File: config.mk
export PLATFORM = sky130hd
export DESIGN_NAME = jbhc_back_flat
export DESIGN_NICKNAME = d
export VERILOG_FILES = /design/src/jbhc_pkg.sv /design/src/jbhc_if.sv /design/src/jbhc_back.sv /design/src/flat_wrapper.sv
export SDC_FILE = /design/constraint.sdc
export NUM_CORES = 1
export LEC_CHECK = 0
export BUFFER_PORTS_ARGS = -buffer_cell sky130_fd_sc_hd__clkbuf_2
export CAP_MARGIN = 20
export CORE_UTILIZATION = 62
export DETAILED_ROUTE_END_ITERATION = 8
export GPL_TIMING_DRIVEN = 0
export HOLD_SLACK_MARGIN = 0.03
export PLACE_DENSITY = 0.83
export SYNTH_ARGS = -nofsm -noshare
export SYNTH_HDL_FRONTEND = slang
export SYNTH_SLANG_ARGS = --single-unit
File: constraint.sdc
create_clock -name clk_i -period 6.97 [get_ports clk_i]
set_clock_uncertainty 0.05 [all_clocks]
set_input_delay 1.0455 -clock clk_i [delete_from_list [all_inputs] [get_ports clk_i]]
set_output_delay 1.0455 -clock clk_i [all_outputs]
set_load 0.005 [all_outputs]
File: src/jbhc_pkg.sv
// Package for the JPEG baseline header checker.
// Field widths, status codes, marker constants, the queue word type and marker helpers.
// No dependencies.
package jbhc_pkg;

  localparam int unsigned DataW    = 8;
  localparam int unsigned LenW     = 32;
  localparam int unsigned StatusW  = 3;
  localparam int unsigned DimW     = 16;
  localparam int unsigned StrideW  = 17;
  localparam int unsigned SizeW    = 32;
  localparam int unsigned CfgIdxW  = 2;
  localparam int unsigned CfgDataW = 32;

  localparam logic [CfgIdxW-1:0] CfgMaxDim   = 2'd0;
  localparam logic [CfgIdxW-1:0] CfgMaxBytes = 2'd1;

  localparam logic [DimW-1:0]  MaxDimReset   = 16'd4096;
  localparam logic [SizeW-1:0] MaxBytesReset = 32'd4194304;

  localparam logic [7:0] MrkFill = 8'hff;
  localparam logic [7:0] MrkSoi  = 8'hd8;
  localparam logic [7:0] MrkEoi  = 8'hd9;
  localparam logic [7:0] MrkSos  = 8'hda;
  localparam logic [7:0] MrkSof0 = 8'hc0;
  localparam logic [7:0] MrkDht  = 8'hc4;
  localparam logic [7:0] MrkJpg  = 8'hc8;
  localparam logic [7:0] MrkDac  = 8'hcc;
  localparam logic [7:0] MrkRst0 = 8'hd0;
  localparam logic [7:0] MrkRst7 = 8'hd7;
  localparam logic [7:0] MrkTem  = 8'h01;
  localparam logic [7:0] MrkZero = 8'h00;
  localparam logic [7:0] Prec8   = 8'h08;

  typedef enum logic [StatusW-1:0] {
    StOk    = 3'd0,
    StArg   = 3'd1,
    StBad   = 3'd2,
    StUnsup = 3'd3,
    StSize  = 3'd4
  } jbhc_status_e;

  typedef struct packed {
    logic [DataW-1:0] data_byte;
    logic             last;
    logic             total_lt4;
    logic [LenW-1:0]  rem;
  } jbhc_item_t;

  function automatic logic marker_illegal(logic [7:0] m);
    return m == MrkZero || m == MrkTem || m == MrkSoi || m == MrkEoi ||
           (m >= MrkRst0 && m <= MrkRst7);
  endfunction

  function automatic logic marker_is_sof(logic [7:0] m);
    return m[7:4] == MrkSof0[7:4] && m != MrkDht && m != MrkJpg && m != MrkDac;
  endfunction

endpackage

File: src/jbhc_if.sv


interface jbhc_out_if;
  logic                          valid;
  logic                          ready;
  logic [jbhc_pkg::StatusW-1:0]  status;
  logic [jbhc_pkg::DimW-1:0]     width;
  logic [jbhc_pkg::DimW-1:0]     height;
  logic [jbhc_pkg::StrideW-1:0]  stride;
  logic [jbhc_pkg::SizeW-1:0]    image_bytes;

  modport source (output valid, status, width, height, stride, image_bytes, input ready);
  modport sink   (input valid, status, width, height, stride, image_bytes, output ready);
endinterface

File: src/jbhc_back.sv
// Parser: walks marker segments word by word, checks SOF0 and SOS, registers the verdict.
// Holds the configuration registers. Depends on jbhc_pkg and jbhc_out_if.
module jbhc_back (
  input  logic                 clk_i,
  input  logic                 rst_ni,
  input  logic                 cfg_we_i,
  input  logic [jbhc_pkg::CfgIdxW-1:0]  cfg_idx_i,
  input  logic [jbhc_pkg::CfgDataW-1:0] cfg_data_i,
  input  jbhc_pkg::jbhc_item_t item_i,
  input  logic                 item_valid_i,
  output logic                 item_ready_o,
  jbhc_out_if.source           out_o
);
  import jbhc_pkg::*;

  localparam logic [3:0] PhStart  = 4'd0;
  localparam logic [3:0] PhSoi2   = 4'd1;
  localparam logic [3:0] PhWantFf = 4'd2;
  localparam logic [3:0] PhFill   = 4'd3;
  localparam logic [3:0] PhLenHi  = 4'd4;
  localparam logic [3:0] PhLenLo  = 4'd5;
  localparam logic [3:0] PhSof    = 4'd6;
  localparam logic [3:0] PhSkip   = 4'd7;
  localparam logic [3:0] PhSos    = 4'd8;
  localparam logic [3:0] PhDone   = 4'd9;

  logic [DimW-1:0]  max_dim_q;
  logic [SizeW-1:0] max_bytes_q;

  logic [3:0]       phase_q, phase_d;
  logic [15:0]      seglen_q, seglen_d;
  logic [15:0]      segcnt_q, segcnt_d;
  logic [7:0]       marker_q, marker_d;
  logic             hdr_q, hdr_d;
  logic [1:0]       comps_q, comps_d;
  logic             prec_bad_q, prec_bad_d;
  logic [DimW-1:0]  width_q, width_d;
  logic [DimW-1:0]  height_q, height_d;
  logic [31:0]      prod_q, prod_d;
  logic             verdict_q, verdict_d;

  logic             out_valid_q;
  logic [StatusW-1:0] out_status_q;
  logic [DimW-1:0]  out_width_q, out_height_q;
  logic [StrideW-1:0] out_stride_q;
  logic [SizeW-1:0] out_size_q;

  logic [7:0]       b;
  logic [15:0]      seglen_lo;
  logic [15:0]      wfull;
  logic [15:0]      sos_len;
  logic [15:0]      sof_len;
  logic             pop, decided, emit;
  jbhc_status_e     st;

  assign item_ready_o = !out_valid_q || out_o.ready;
  assign pop          = item_valid_i && item_ready_o;
  assign b            = item_i.data_byte;
  assign seglen_lo    = {seglen_q[15:8], b};
  assign wfull        = {width_q[15:8], b};
  assign sos_len      = 16'd6 + {7'd0, b, 1'b0};
  assign sof_len      = 16'd8 + {8'd0, b} + {7'd0, b, 1'b0};

  always_comb begin
    phase_d    = phase_q;
    seglen_d   = seglen_q;
    segcnt_d   = segcnt_q;
    marker_d   = marker_q;
    hdr_d      = hdr_q;
    comps_d    = comps_q;
    prec_bad_d = prec_bad_q;
    width_d    = width_q;
    height_d   = height_q;
    prod_d     = prod_q;
    verdict_d  = verdict_q;
    decided    = 1'b0;
    st         = StBad;
    if (!verdict_q) begin
      case (phase_q)
        PhStart: begin
          if (item_i.total_lt4 || b != MrkFill) begin
            decided = 1'b1;
            st      = StArg;
          end else begin
            phase_d = PhSoi2;
          end
        end
        PhSoi2: begin
          if (b != MrkSoi) begin
            decided = 1'b1;
            st      = StArg;
          end else begin
            phase_d = PhWantFf;
          end
        end
        PhWantFf: begin
          if (b != MrkFill) begin
            decided = 1'b1;
          end else begin
            phase_d = PhFill;
          end
        end
        PhFill: begin
          if (b != MrkFill) begin
            marker_d = b;
            if (marker_illegal(b) || item_i.rem < 32'd2) begin
              decided = 1'b1;
            end else begin
              phase_d = PhLenHi;
            end
          end
        end
        PhLenHi: begin
          seglen_d = {b, 8'd0};
          phase_d  = PhLenLo;
        end
        PhLenLo: begin
          seglen_d = seglen_lo;
          segcnt_d = 16'd2;
          if (seglen_lo < 16'd2 ||
              {17'd0, seglen_lo} > ({1'b0, item_i.rem} + 33'd2)) begin
            decided = 1'b1;
          end else if (marker_q == MrkSos) begin
            if (!hdr_q || seglen_lo < 16'd6) begin
              decided = 1'b1;
            end else begin
              phase_d = PhSos;
            end
          end else if (marker_is_sof(marker_q)) begin
            if (hdr_q || marker_q != MrkSof0 || seglen_lo < 16'd8) begin
              decided = 1'b1;
              st      = StUnsup;
            end else begin
              phase_d = PhSof;
            end
          end else begin
            phase_d = (seglen_lo == 16'd2) ? PhWantFf : PhSkip;
          end
        end
        PhSos: begin
          decided = 1'b1;
          if (b == 8'd0 || b > {6'd0, comps_q} || seglen_q != sos_len) begin
            st = StUnsup;
          end else begin
            st = StOk;
          end
        end
        PhSof: begin
          case (segcnt_q)
            16'd2: prec_bad_d = (b != Prec8);
            16'd3: height_d = {b, 8'd0};
            16'd4: height_d = {height_q[15:8], b};
            16'd5: width_d = {b, 8'd0};
            16'd6: begin
              width_d = wfull;
              prod_d  = {16'd0, height_q} * {16'd0, wfull};
            end
            default: begin
              if (prec_bad_q || (b != 8'd1 && b != 8'd3) || seglen_q != sof_len) begin
                decided = 1'b1;
                st      = StUnsup;
              end else if (width_q == '0 || height_q == '0 ||
                           width_q > max_dim_q || height_q > max_dim_q) begin
                decided = 1'b1;
                st      = StSize;
              end else if (prod_q[31] ||
                           {prod_q, 1'b0} > {1'b0, max_bytes_q}) begin
                decided = 1'b1;
                st      = StSize;
              end else begin
                comps_d = b[1:0];
                hdr_d   = 1'b1;
              end
            end
          endcase
          segcnt_d = segcnt_q + 16'd1;
          if (segcnt_d >= 16'd8) begin
            phase_d = (segcnt_d >= seglen_q) ? PhWantFf : PhSkip;
          end
        end
        PhSkip: begin
          segcnt_d = segcnt_q + 16'd1;
          if (segcnt_d >= seglen_q) begin
            phase_d = PhWantFf;
          end
        end
        default: ;
      endcase
    end
    emit = decided || (item_i.last && !verdict_q);
    if (!decided) begin
      st = StBad;
    end
    if (emit) begin
      verdict_d = 1'b1;
      phase_d   = PhDone;
    end
    if (item_i.last) begin
      phase_d    = PhStart;
      seglen_d   = '0;
      segcnt_d   = '0;
      marker_d   = '0;
      hdr_d      = 1'b0;
      comps_d    = '0;
      prec_bad_d = 1'b0;
      width_d    = '0;
      height_d   = '0;
      verdict_d  = 1'b0;
    end
  end

  always_ff @(posedge clk_i or negedge rst_ni) begin
    if (!rst_ni) begin
      max_dim_q   <= MaxDimReset;
      max_bytes_q <= MaxBytesReset;
    end else if (cfg_we_i) begin
      if (cfg_idx_i == CfgMaxDim) begin
        max_dim_q <= cfg_data_i[DimW-1:0];
      end else if (cfg_idx_i == CfgMaxBytes) begin
        max_bytes_q <= cfg_data_i[SizeW-1:0];
      end
    end
  end

  always_ff @(posedge clk_i or negedge rst_ni) begin
    if (!rst_ni) begin
      phase_q    <= PhStart;
      seglen_q   <= '0;
      segcnt_q   <= '0;
      marker_q   <= '0;
      hdr_q      <= 1'b0;
      comps_q    <= '0;
      prec_bad_q <= 1'b0;
      width_q    <= '0;
      height_q   <= '0;
      verdict_q  <= 1'b0;
    end else if (pop) begin
      phase_q    <= phase_d;
      seglen_q   <= seglen_d;
      segcnt_q   <= segcnt_d;
      marker_q   <= marker_d;
      hdr_q      <= hdr_d;
      comps_q    <= comps_d;
      prec_bad_q <= prec_bad_d;
      width_q    <= width_d;
      height_q   <= height_d;
      verdict_q  <= verdict_d;
    end
  end

  always_ff @(posedge clk_i) begin
    if (pop) begin
      prod_q <= prod_d;
    end
    if (pop && emit) begin
      out_status_q <= st;
      if (st == StOk) begin
        out_width_q  <= width_q;
        out_height_q <= height_q;
        out_stride_q <= {width_q, 1'b0};
        out_size_q   <= {prod_q[30:0], 1'b0};
      end else begin
        out_width_q  <= '0;
        out_height_q <= '0;
        out_stride_q <= '0;
        out_size_q   <= '0;
      end
    end
  end

  always_ff @(posedge clk_i or negedge rst_ni) begin
    if (!rst_ni) begin
      out_valid_q <= 1'b0;
    end else if (pop && emit) begin
      out_valid_q <= 1'b1;
    end else if (out_o.ready) begin
      out_valid_q <= 1'b0;
    end
  end

  assign out_o.valid       = out_valid_q;
  assign out_o.status      = out_status_q;
  assign out_o.width       = out_width_q;
  assign out_o.height      = out_height_q;
  assign out_o.stride      = out_stride_q;
  assign out_o.image_bytes = out_size_q;

endmodule

File: src/flat_wrapper.sv
// flat-port wrapper written by rule: the top's interface ports become plain ports
module jbhc_back_flat import jbhc_pkg::*;
  (clk_i, rst_ni, cfg_we_i, cfg_idx_i, cfg_data_i, item_i, item_valid_i, item_ready_o, out_o_valid, out_o_status, out_o_width, out_o_height, out_o_stride, out_o_image_bytes, out_o_ready);
  jbhc_out_if out_o_i ();
  input  logic clk_i;
  input  logic rst_ni;
  input  logic cfg_we_i;
  input  logic [jbhc_pkg::CfgIdxW-1:0] cfg_idx_i;
  input  logic [jbhc_pkg::CfgDataW-1:0] cfg_data_i;
  input  jbhc_pkg::jbhc_item_t item_i;
  input  logic item_valid_i;
  output logic item_ready_o;
  output wire logic [$bits(out_o_i.valid)-1:0] out_o_valid;
  output wire logic [$bits(out_o_i.status)-1:0] out_o_status;
  output wire logic [$bits(out_o_i.width)-1:0] out_o_width;
  output wire logic [$bits(out_o_i.height)-1:0] out_o_height;
  output wire logic [$bits(out_o_i.stride)-1:0] out_o_stride;
  output wire logic [$bits(out_o_i.image_bytes)-1:0] out_o_image_bytes;
  input wire logic [$bits(out_o_i.ready)-1:0] out_o_ready;
  assign out_o_valid = out_o_i.valid;
  assign out_o_status = out_o_i.status;
  assign out_o_width = out_o_i.width;
  assign out_o_height = out_o_i.height;
  assign out_o_stride = out_o_i.stride;
  assign out_o_image_bytes = out_o_i.image_bytes;
  assign out_o_i.ready = out_o_ready;
  jbhc_back u_core (.clk_i(clk_i), .rst_ni(rst_ni), .cfg_we_i(cfg_we_i), .cfg_idx_i(cfg_idx_i), .cfg_data_i(cfg_data_i), .item_i(item_i), .item_valid_i(item_valid_i), .item_ready_o(item_ready_o), .out_o(out_o_i));
endmodule
### Word-level counts from Yosys, hierarchy flattened

Cells that the tools add are included.

| cells by class | value |
|---|---|
| add/subtract/negate cells | 5 |
| multiply operators | 1 |
| order comparisons | 13 |
| eq/ne operators | 50 |
| multiplexer cells | 88 |
| bitwise logic cells | 2 |
| reductions and logical operators | 68 |

Operators by type and width:

| operator | number |
|---|---|
| $mux W16 | 10 |
| $pmux W16 S2 | 4 |
| $mux W4 | 15 |
| $eq A16 B2 Y1 const B | 3 |
| $eq A16 B3 Y1 const B | 3 |
| $ne A8 B8 Y1 const B | 6 |
| $add A32 B2 Y33 const B | 1 |
| $gt A16 B33 Y1 | 1 |
| $gt A33 B32 Y1 | 1 |
| $mux W3 | 11 |
| $gt A16 B16 Y1 | 2 |
| $logic_not A16 Y1 | 2 |
| $lt A32 B2 Y1 const B | 1 |
| $mul A16 B16 Y32 | 1 |
| $mux W8 | 4 |
| $ne A16 B16 Y1 | 2 |
| $pmux W4 S8 | 1 |
| $mux W1 | 31 |
| $eq A8 B8 Y1 const B | 3 |
| $reduce_and A4 Y1 | 6 |
| $logic_or A1 B1 Y1 | 20 |
| $mux W2 | 10 |
| $ne A4 B3 Y1 const B | 5 |
| $reduce_bool A2 Y1 | 9 |
| 45 further kinds | 75 |

| storage, ports and cells | value |
|---|---|
| register bits | 230 |
| output and inout bits | 86 |
| word-level logic and storage cells | 250 |

### Depth between registers and ports, before layout

Gate-level depths: netlist of the first run.

| logic depth | value |
|---|---|
| depth after elaboration | 13 |
| gate-level depth with buffers | 26 |
| mapped depth without buffers | 24 |

### Worst setup path after synthesis of the first run

OpenSTA, ideal clock, no wires.

| path | value |
|---|---|
| path type | in2reg |
| from | in item_i[40] (netlist name) |
| to | reg u_core.prod_q[31], data pin |
| library setup time | 259 ps |
| arrival time | 7,020 ps |
| path slack | -359 ps |
| cell stages on the path | 24 |
| buffers on the path | 3 |
| cell sequence | clkbuf_1 -> clkbuf_1 -> buf_1 -> nand2_1 -> fa_1 -> inv_1 -> fa_1 -> inv_1 -> fa_1 -> fa_1 -> fa_1 -> inv_1 -> fa_1 -> ha_1 -> a21o_1 -> a21oi_1 -> o21ai_0 -> o21ai_0 -> a21oi_1 -> a211oi_1 -> o311a_1 -> nor2b_1 -> o21bai_1 -> xnor2_1 |

| on the way | value |
|---|---|
| word-level cells in the longest chain between the ends | 1 |

RTL lines:

| item | RTL line | text |
|---|---|---|
| from (decl) | flat_wrapper.sv:10 | `input jbhc_pkg::jbhc_item_t item_i;` |
| $mul A16 B16 Y32 | jbhc_back.sv:156 | `prod_d = {16'd0, height_q} * {16'd0, wfull};` |
| to (signal assigned) | jbhc_back.sv:253 | `prod_q <= prod_d;` |
| to (decl) | jbhc_back.sv:39 | `logic [31:0] prod_q, prod_d;` |

No other way between the ends.
A chain may end at the register's enable or synchronous reset.

### Worst setup path in the final report of the first run

| path | value |
|---|---|
| from | in item_i[36] (netlist name) |
| to | reg u_core.prod_q[31], data pin |

The elaborated chain is that of the path after synthesis.

==> results of run 1 <==
layout make-up:
| type | instances | area, um^2 |
|---|---|---|
| repair buffers | 170 | 915.9 |
| well taps | 455 | 569.3 |
| fillers | 2616 | 10280 |
| clock buffers | 28 | 636.9 |
| clock inverters | 18 | 217.7 |
| flip-flops and latches | 228 | 6207 |
| plain buffers | 105 | 594.3 |
| inverters | 326 | 1226 |
| multi-input cells | 1652 | 13890 |
synth_stat cells, types with 4 or more instances:
library cell | instances | area share [%]
a21o_1 | 26 | 0.90
nand3_1 | 57 | 1.3
buf_4 | 18 | 0.62
clkbuf_2 | 6 | 0.14
or3_1 | 12 | 0.34
a22o_1 | 9 | 0.36
mux2i_1 | 6 | 0.28
a31oi_1 | 13 | 0.37
a21oi_1 | 74 | 1.7
nand2b_1 | 6 | 0.17
buf_1 | 7 | 0.12
and3_1 | 14 | 0.40
nand4_1 | 43 | 1.2
ha_1 | 224 | 13
nor3b_1 | 6 | 0.21
or4_1 | 7 | 0.24
o31a_1 | 4 | 0.16
o21a_1 | 12 | 0.41
nor4_1 | 34 | 0.98
a2111oi_0 | 4 | 0.16
o31ai_1 | 21 | 0.72
o21ai_0 | 115 | 2.6
and2_1 | 156 | 4.5
a211oi_1 | 12 | 0.41
edfxtp_1 | 98 | 14
mux2_2 | 33 | 1.7
dfrtp_1 | 128 | 15
xnor2_1 | 51 | 2.0
nor3_1 | 32 | 0.73
nor2_1 | 85 | 1.5
xor2_1 | 33 | 1.3
or2_2 | 4 | 0.11
inv_1 | 326 | 5.6
and4_1 | 6 | 0.24
nand2_1 | 296 | 5.1
clkbuf_1 | 89 | 1.5
o211ai_1 | 7 | 0.24
fa_1 | 195 | 18
nor2b_1 | 8 | 0.23
path summary, 6_finish.rpt:
check                                               start                         endpoint
min in group clk_i         u_core.marker_q[5]$_DFFE_PN0P_   u_core.marker_q[5]$_DFFE_PN0P_
setup / recovery                               item_i[36]      u_core.prod_q[31]$_DFFE_PP_
max in group asynchronous                          rst_ni   u_core.seglen_q[6]$_DFFE_PN0P_
hold reg to reg            u_core.marker_q[5]$_DFFE_PN0P_   u_core.marker_q[5]$_DFFE_PN0P_
setup reg to reg           u_core.height_q[7]$_DFFE_PN0P_      u_core.prod_q[31]$_DFFE_PP_
hold / removal                                     rst_ni  u_core.max_dim_q[2]$_DFFE_PN0P_
through the flow:
stage          util (%)  hold WS [ns]  worst slack [ns]
2_1_floorplan         -        0.3997          -0.04922
4_1_cts           69.93        0.3690          0.005597
5_1_grt           70.23        0.3824          -0.07741
3_3_place_gp      67.14        0.4131            -1.534
3_5_place_dp      67.35        0.4213            -1.668
6_report          70.23        0.3648            0.1485
kinds of logic (layout without fill, tap and decap cells):
family | Yosys count | after routing
AND/OR/NAND/NOR | 779 | 779
AO/OA/AOI/OAI | 329 | 329
flip-flops | 228 | 228
adder cells (fa/ha/maj) | 419 | 419
buffers and inverters | 449 | 647
XOR/XNOR | 84 | 84
multiplexers | 39 | 39
other | 1 | 2
worst register-to-register path, cell delays in order, from the launching register on:
cell and delay, ns:
dfrtp_1 0.36, clkbuf_2 0.34, clkbuf_4 0.33, nand2_1 0.11
fa_1 0.48, inv_1 0.05, fa_1 0.53, inv_1 0.05
fa_1 0.52, fa_1 0.44, fa_1 0.55, inv_1 0.05
fa_1 0.54, ha_2 0.31, a21o_1 0.23, a21oi_2 0.22
o21ai_1 0.12, o21ai_2 0.27, a21oi_2 0.12, a211oi_2 0.31
o311a_1 0.22, nor2b_1 0.15, o21bai_1 0.09, xnor2_1 0.13
power by group:
part	switching (W)	internal, W	total (W)	leakage (nW)
clock	0.000582	0.000814	0.00140	0.415
sequential	0.000143	0.00173	0.00187	2.60
combinational	0.00175	0.00108	0.00283	8.88
total	0.00248	0.00362	0.00610	11.9
registers in the layout, indices dropped and copies added, names as in the netlist:
register / flops
u_core.prec_bad_q: 1
u_core.max_dim_q: 16
u_core.hdr_q: 1
u_core.out_o.valid: 1
u_core.out_o.width: 16
u_core.prod_q: 32
u_core.segcnt_q: 16
u_core.phase_q: 4
u_core.verdict_q: 1
u_core.width_q: 16
u_core.max_bytes_q: 32
u_core.comps_q: 2
u_core.height_q: 16
u_core.marker_q: 8
u_core.seglen_q: 16
u_core.out_o.image_bytes: 31
u_core.out_o.height: 16
u_core.out_o.status: 3
repair_timing:
action / 4_1_cts / 5_1_grt
cloned: 0 / 0
setup endpoints to repair: 15 / 8
setup buffers: 0 / 3
endpoints found under the hold margin: 0 / 0
hold buffers: 0 / 0
pin swaps: 2 / 3
resized for setup: 52 / 65
layer usage:
layer / wire length, um / track usage, % / share of wire [%] / vias up
met1: 24450 / 44.92 / 39 / 8845
met2: 29740 / 58.30 / 48 / 872
met3: 5341 / 6.450 / 8.6 / 170
met5: 11 / 0 / 0.018 / -
li1: - / - / - / 8101
met4: 2835 / 16.63 / 4.5 / 2
==> results.toml, run 1 <==
[critical_path]
slowest_delay_ns = 0.55
critPathLaunchType = "input pin"
cp_max_fo = 22
critPathSlowestCell = "fa_1"
reg2reg_slack_ns = 0.16
reg2reg_depth = 23
path_class = "in -> reg"
critPathBufInv = 4
path_cells = "clkbuf_2, nand2_1, fa_1, inv_1, fa_1, inv_1, fa_1, fa_1, fa_1, inv_1, fa_1, ha_2, a21o_1, a21oi_2, o21ai_1, o21ai_2, a21oi_2, a211oi_2, o311a_1, nor2b_1, o21bai_1, xnor2_1"
critical_path_depth = 22
endpoint_kind = "flip-flop"
crit_family = "adder cells"
critPathRequiredTime_ns = 7.23
cpMostUsedCell = "fa_1"
cp.arrival_ns = 7.08

[sta]
slew_viol_final = 0
timing.fmax_ghz = 0.1466
fin_crit_ns = 6.822
finalSetupViolations = 0
slew_headroom_pct = 36.38
final-hold-violation-count = 0
worst_slew_pin_slew_ns = 0.9543
finalSetupTns_ns = 0
post-route-period-util_pct = 97.87

[placed_design]
detailed_place_hpwl_mm = 49.06
port_buffers = 162
placed_cell_area_mm2 = 0.02327
gp_congestion = 0.9715
dp.cells = 2951

[route]
drc = 0
first_pass_iters = 5
drt_wl_total_mm = 62.37
vias = 17990
via_per_inst = 6.033
postRouteAntennaNets = 0
first_iter_violations = 1446
post_drt_wl_per_cell_um = 20.92

[clocking]
cts_root_buf = "clkbuf_16"
cts_tree = "done"
clkSlewWorstSetupHoldPaths_ns = 0.06
worstSkewPairLatency_ns = 0.57
htree_levels = 1
cts_num_sinks = 228
clk_path_buf_depth = 3
cts_buffers = 25

[logic_synthesis]
synth_area_mm2 = 0.02179
syn_inst = 2328
synthXorXnorAreaFrac_pct = 3.376
synth_compound_area_share_pct = 9.331
synth_cell_types = 71
synth_adder_area_share_pct = 30.78
syn_avg_cell_area_um2 = 9.360
yosys.area_share.simple_pct = 17.98
synth-main-ff-cell = "dfrtp_1"
ys_async_sr_fraction_pct = 57.02
synth_edf_count = 98
synthMuxAreaShare_pct = 1.981
yosysSeqAreaShare_pct = 28.45
yosysWarnings = 0
synth-seq-cells = 228
synth_top_family_by_area = "adder cells"

[run_status]
status = "finished, final reports clean"

[cells_and_area]
final_cell_mix = "inv_1 (325), nand2_1 (296), ha_1 (223)"
area_growth_pct = 11.33
nets = 3008
final_common_cell = "inv_1"
diodes = 0
final_cell_area_mm2 = 0.02426
instances_no_fill = 2982
drive_gt1_share_pct = 13.73

[power_and_ir_drop]
ir_drop_v = 0.0002308
power.total_w = 0.006097
power.leakage_nw = 11.89
power_density_mw_per_mm2 = 251.3

[floorplanning]
rows = 68
die_w_um = 189.5
die_y_um = 189.5
io_pins = 167
initial_utilization_pct = 63.08
die-area_mm2 = 0.03590
core_mm2 = 0.03454

[global_routing]
grt_pass1_wl_mm = 97.70
track_usage_pct = 35.28
grt_overflow = 0
grt_max_degree = 88
grt_pass1_vias = 18310
antenna_found_initial = 1

[hold_path]
hp-class = "in -> async"

[run]
cap_violations = 0
Power figures use the tool's default switching activity.
==> run 2, diff against run 1 <==
--- a/config.mk
+++ b/config.mk
@@ -11,7 +11,7 @@
 export DETAILED_ROUTE_END_ITERATION = 8
 export GPL_TIMING_DRIVEN = 0
 export HOLD_SLACK_MARGIN = 0.03
-export PLACE_DENSITY = 0.83
+export PLACE_DENSITY = 0.79
 export SYNTH_ARGS = -nofsm -noshare
 export SYNTH_HDL_FRONTEND = slang
 export SYNTH_SLANG_ARGS = --single-unit
==> run 2 against run 1 <==
  * Worst hold slack got worse by 0.057 ns
  * Register-to-register slack improved by 0.04 ns
  * Utilization rose by 0.062 points
  * Setup slack improved by 0.037 ns
  * Sequential share of layout area barely moved
  * Largest power group unchanged
  * First-iteration DRC count fell by 14%
  * Critical path type unchanged
  * Flip-flop and latch count did not move
  * Clock-buffer cell count rose by 5
  * Cell count barely moved
  * Clock power fell by 4%
  * Fmax rose by 0.54%
==> results.toml, run 2 (synthesis results as in run 1) <==
[critical_path]
path_class = "in -> reg"
cp_max_fo = 22
reg2reg_slack_ns = 0.20
reg2reg_depth = 22
endpoint_kind = "flip-flop"
cp-startpoint = "item_i[36]"
critPathLaunchType = "input pin"
cp.arrival_ns = 7.03
reg2reg_from = "u_core.width_q[9]$_DFFE_PN0P_"
regToRegEndpoint = "u_core.prod_q[30]$_DFFE_PP_"
critPathRequiredTime_ns = 7.22

[global_routing]
grt_max_degree = 111
antenna_found_initial = 0
track_usage_pct = 35.04
grt_overflow = 0
grt_pass1_vias = 18320
grt_pass1_wl_mm = 96.82

[sta]
slew_headroom_pct = 42.26
post-route-period-util_pct = 97.35
finalSetupViolations = 0
final-hold-violation-count = 0
whs_ns = 0.3074
slew_viol_final = 0
fin_crit_ns = 6.785
worst_slew_pin_slew_ns = 0.8582
timing.fmax_ghz = 0.1474

[cells_and_area]
area_growth_pct = 11.43
final_cell_mix = "inv_1 (325), nand2_1 (296), ha_1 (223)"
final_common_cell = "inv_1"
fin_util_pct = 70.29
diodes = 0
nets = 3010
drive_gt1_share_pct = 13.52

[hold_path]
hp-class = "in -> async"

[floorplanning]
rows = 68
core_mm2 = 0.03454
die_y_um = 189.5
io_pins = 167
die-area_mm2 = 0.03590
die_w_um = 189.5
initial_utilization_pct = 63.08

[clocking]
clk_path_buf_depth = 3
clkSlewWorstSetupHoldPaths_ns = 0.06
cts_root_buf = "clkbuf_16"
cts_num_sinks = 228
htree_levels = 1
worstSkewPairLatency_ns = 0.57
cts_buffers = 25
cts_tree = "done"
cts_setup_buffers = 0

[power_and_ir_drop]
clkPwrFrac_pct = 22.3
switching_share_pct = 40.35
ir_drop_v = 0.0002303
power.switching_w = 0.002424
comb_power_share_pct = 46.6
power_density_mw_per_mm2 = 247.4
cellInternalPower_w = 0.003583
seqPwrFrac_pct = 31.1
power.leakage_nw = 11.91

[route]
first_pass_iters = 5
first_iter_violations = 1243
post_drt_wl_per_cell_um = 20.52
drt_wl_total_mm = 61.24
drc = 0
postRouteAntennaNets = 0
via_per_inst = 5.924
vias = 17680

[placed_design]
detailed_place_hpwl_mm = 48.57
port_buffers = 162
gp_congestion = 0.9496

[run]
cap_violations = 0

[run_status]
status = "finished, final reports clean"
[run 2: worst max path at each step]
| stage | to | slack (ns) | cells after the start |
|---|---|---|---|
| 6_report | u_core.prod_q[30]$_DFFE_PP_ | 0.19 | 23 |
| 5_1_grt | u_core.prod_q[30]$_DFFE_PP_ | -0.01 | 23 |
| 4_1_cts | u_core.prod_q[31]$_DFFE_PP_ | 0.0002 | 24 |
| 3_5_place_dp | u_core.prod_q[31]$_DFFE_PP_ | -1.60 | 24 |
| 3_3_place_gp | u_core.prod_q[31]$_DFFE_PP_ | -1.51 | 24 |
| 2_1_floorplan | u_core.prod_q[31]$_DFFE_PP_ | -0.05 | 24 |
[run 2: power groups by stage]
stage          clock (W)  sequential [W]  combinational (W)
6_report         0.00134         0.00187            0.00280
5_1_grt          0.00139         0.00189            0.00313
4_1_cts          0.00135         0.00186            0.00274
3_5_place_dp           0         0.00188            0.00271
3_3_place_gp           0         0.00189            0.00260
2_1_floorplan          0         0.00186            0.00184
[run 2: final cells by class]
type / count / area (um^2)
clock buffers: 33 / 686.9
multi-input cells: 1652 / 13900
flip-flops and latches: 228 / 6207
well taps: 455 / 569.3
fillers: 2629 / 10260
repair buffers: 168 / 915.9
plain buffers: 109 / 646.9
clock inverters: 13 / 128.9
inverters: 326 / 1224
[run 2: what timing repair did]
item | in CTS | in global routing
endpoints found under the setup margin | 15 | 8
gates resized for setup | 60 | 92
hold buffers | 0 | 0
pin swaps | 2 | 4
[run 2: worst max-delay path, cell delays in order]
cell,delay [ns]
clkbuf_2,0.48
nand2_1,0.16
fa_1,0.53
inv_1,0.05
fa_1,0.48
inv_1,0.05
fa_1,0.49
inv_1,0.05
fa_1,0.47
inv_1,0.05
fa_1,0.50
fa_1,0.55
inv_1,0.04
ha_1,0.40
a21o_1,0.15
a21o_1,0.11
a21oi_1,0.08
o21ai_0,0.23
a21oi_2,0.12
o311a_1,0.41
nor3_4,0.23
mux2i_1,0.21
nand3_1,0.10
[run 2: per-layer routing]
metal	part of all wire, %	vias up	wire, um	global-route usage, %
met2	46	753	28330	57.65
met5	0	-	0	0
li1	-	8098	-	-
met1	41	8662	25050	45.26
met4	4.6	0	2816	15.91
met3	8.2	164	5039	6.135
[run 2: through the flow]
stage,area (um^2),instances,power [W],TNS (ns),worst slack (ns)
floorplan,21810,2329,0.003703,-0.04922,-0.04922
global placement,23190,2946,0.004482,-53.82,-1.505
detailed placement,23280,2952,0.004592,-16.46,-1.604
CTS,24150,2985,0.005947,0,0.0002376
global route,24280,2984,0.006407,-0.01695,-0.01209
finish,24280,2984,0.006006,0,0.1850
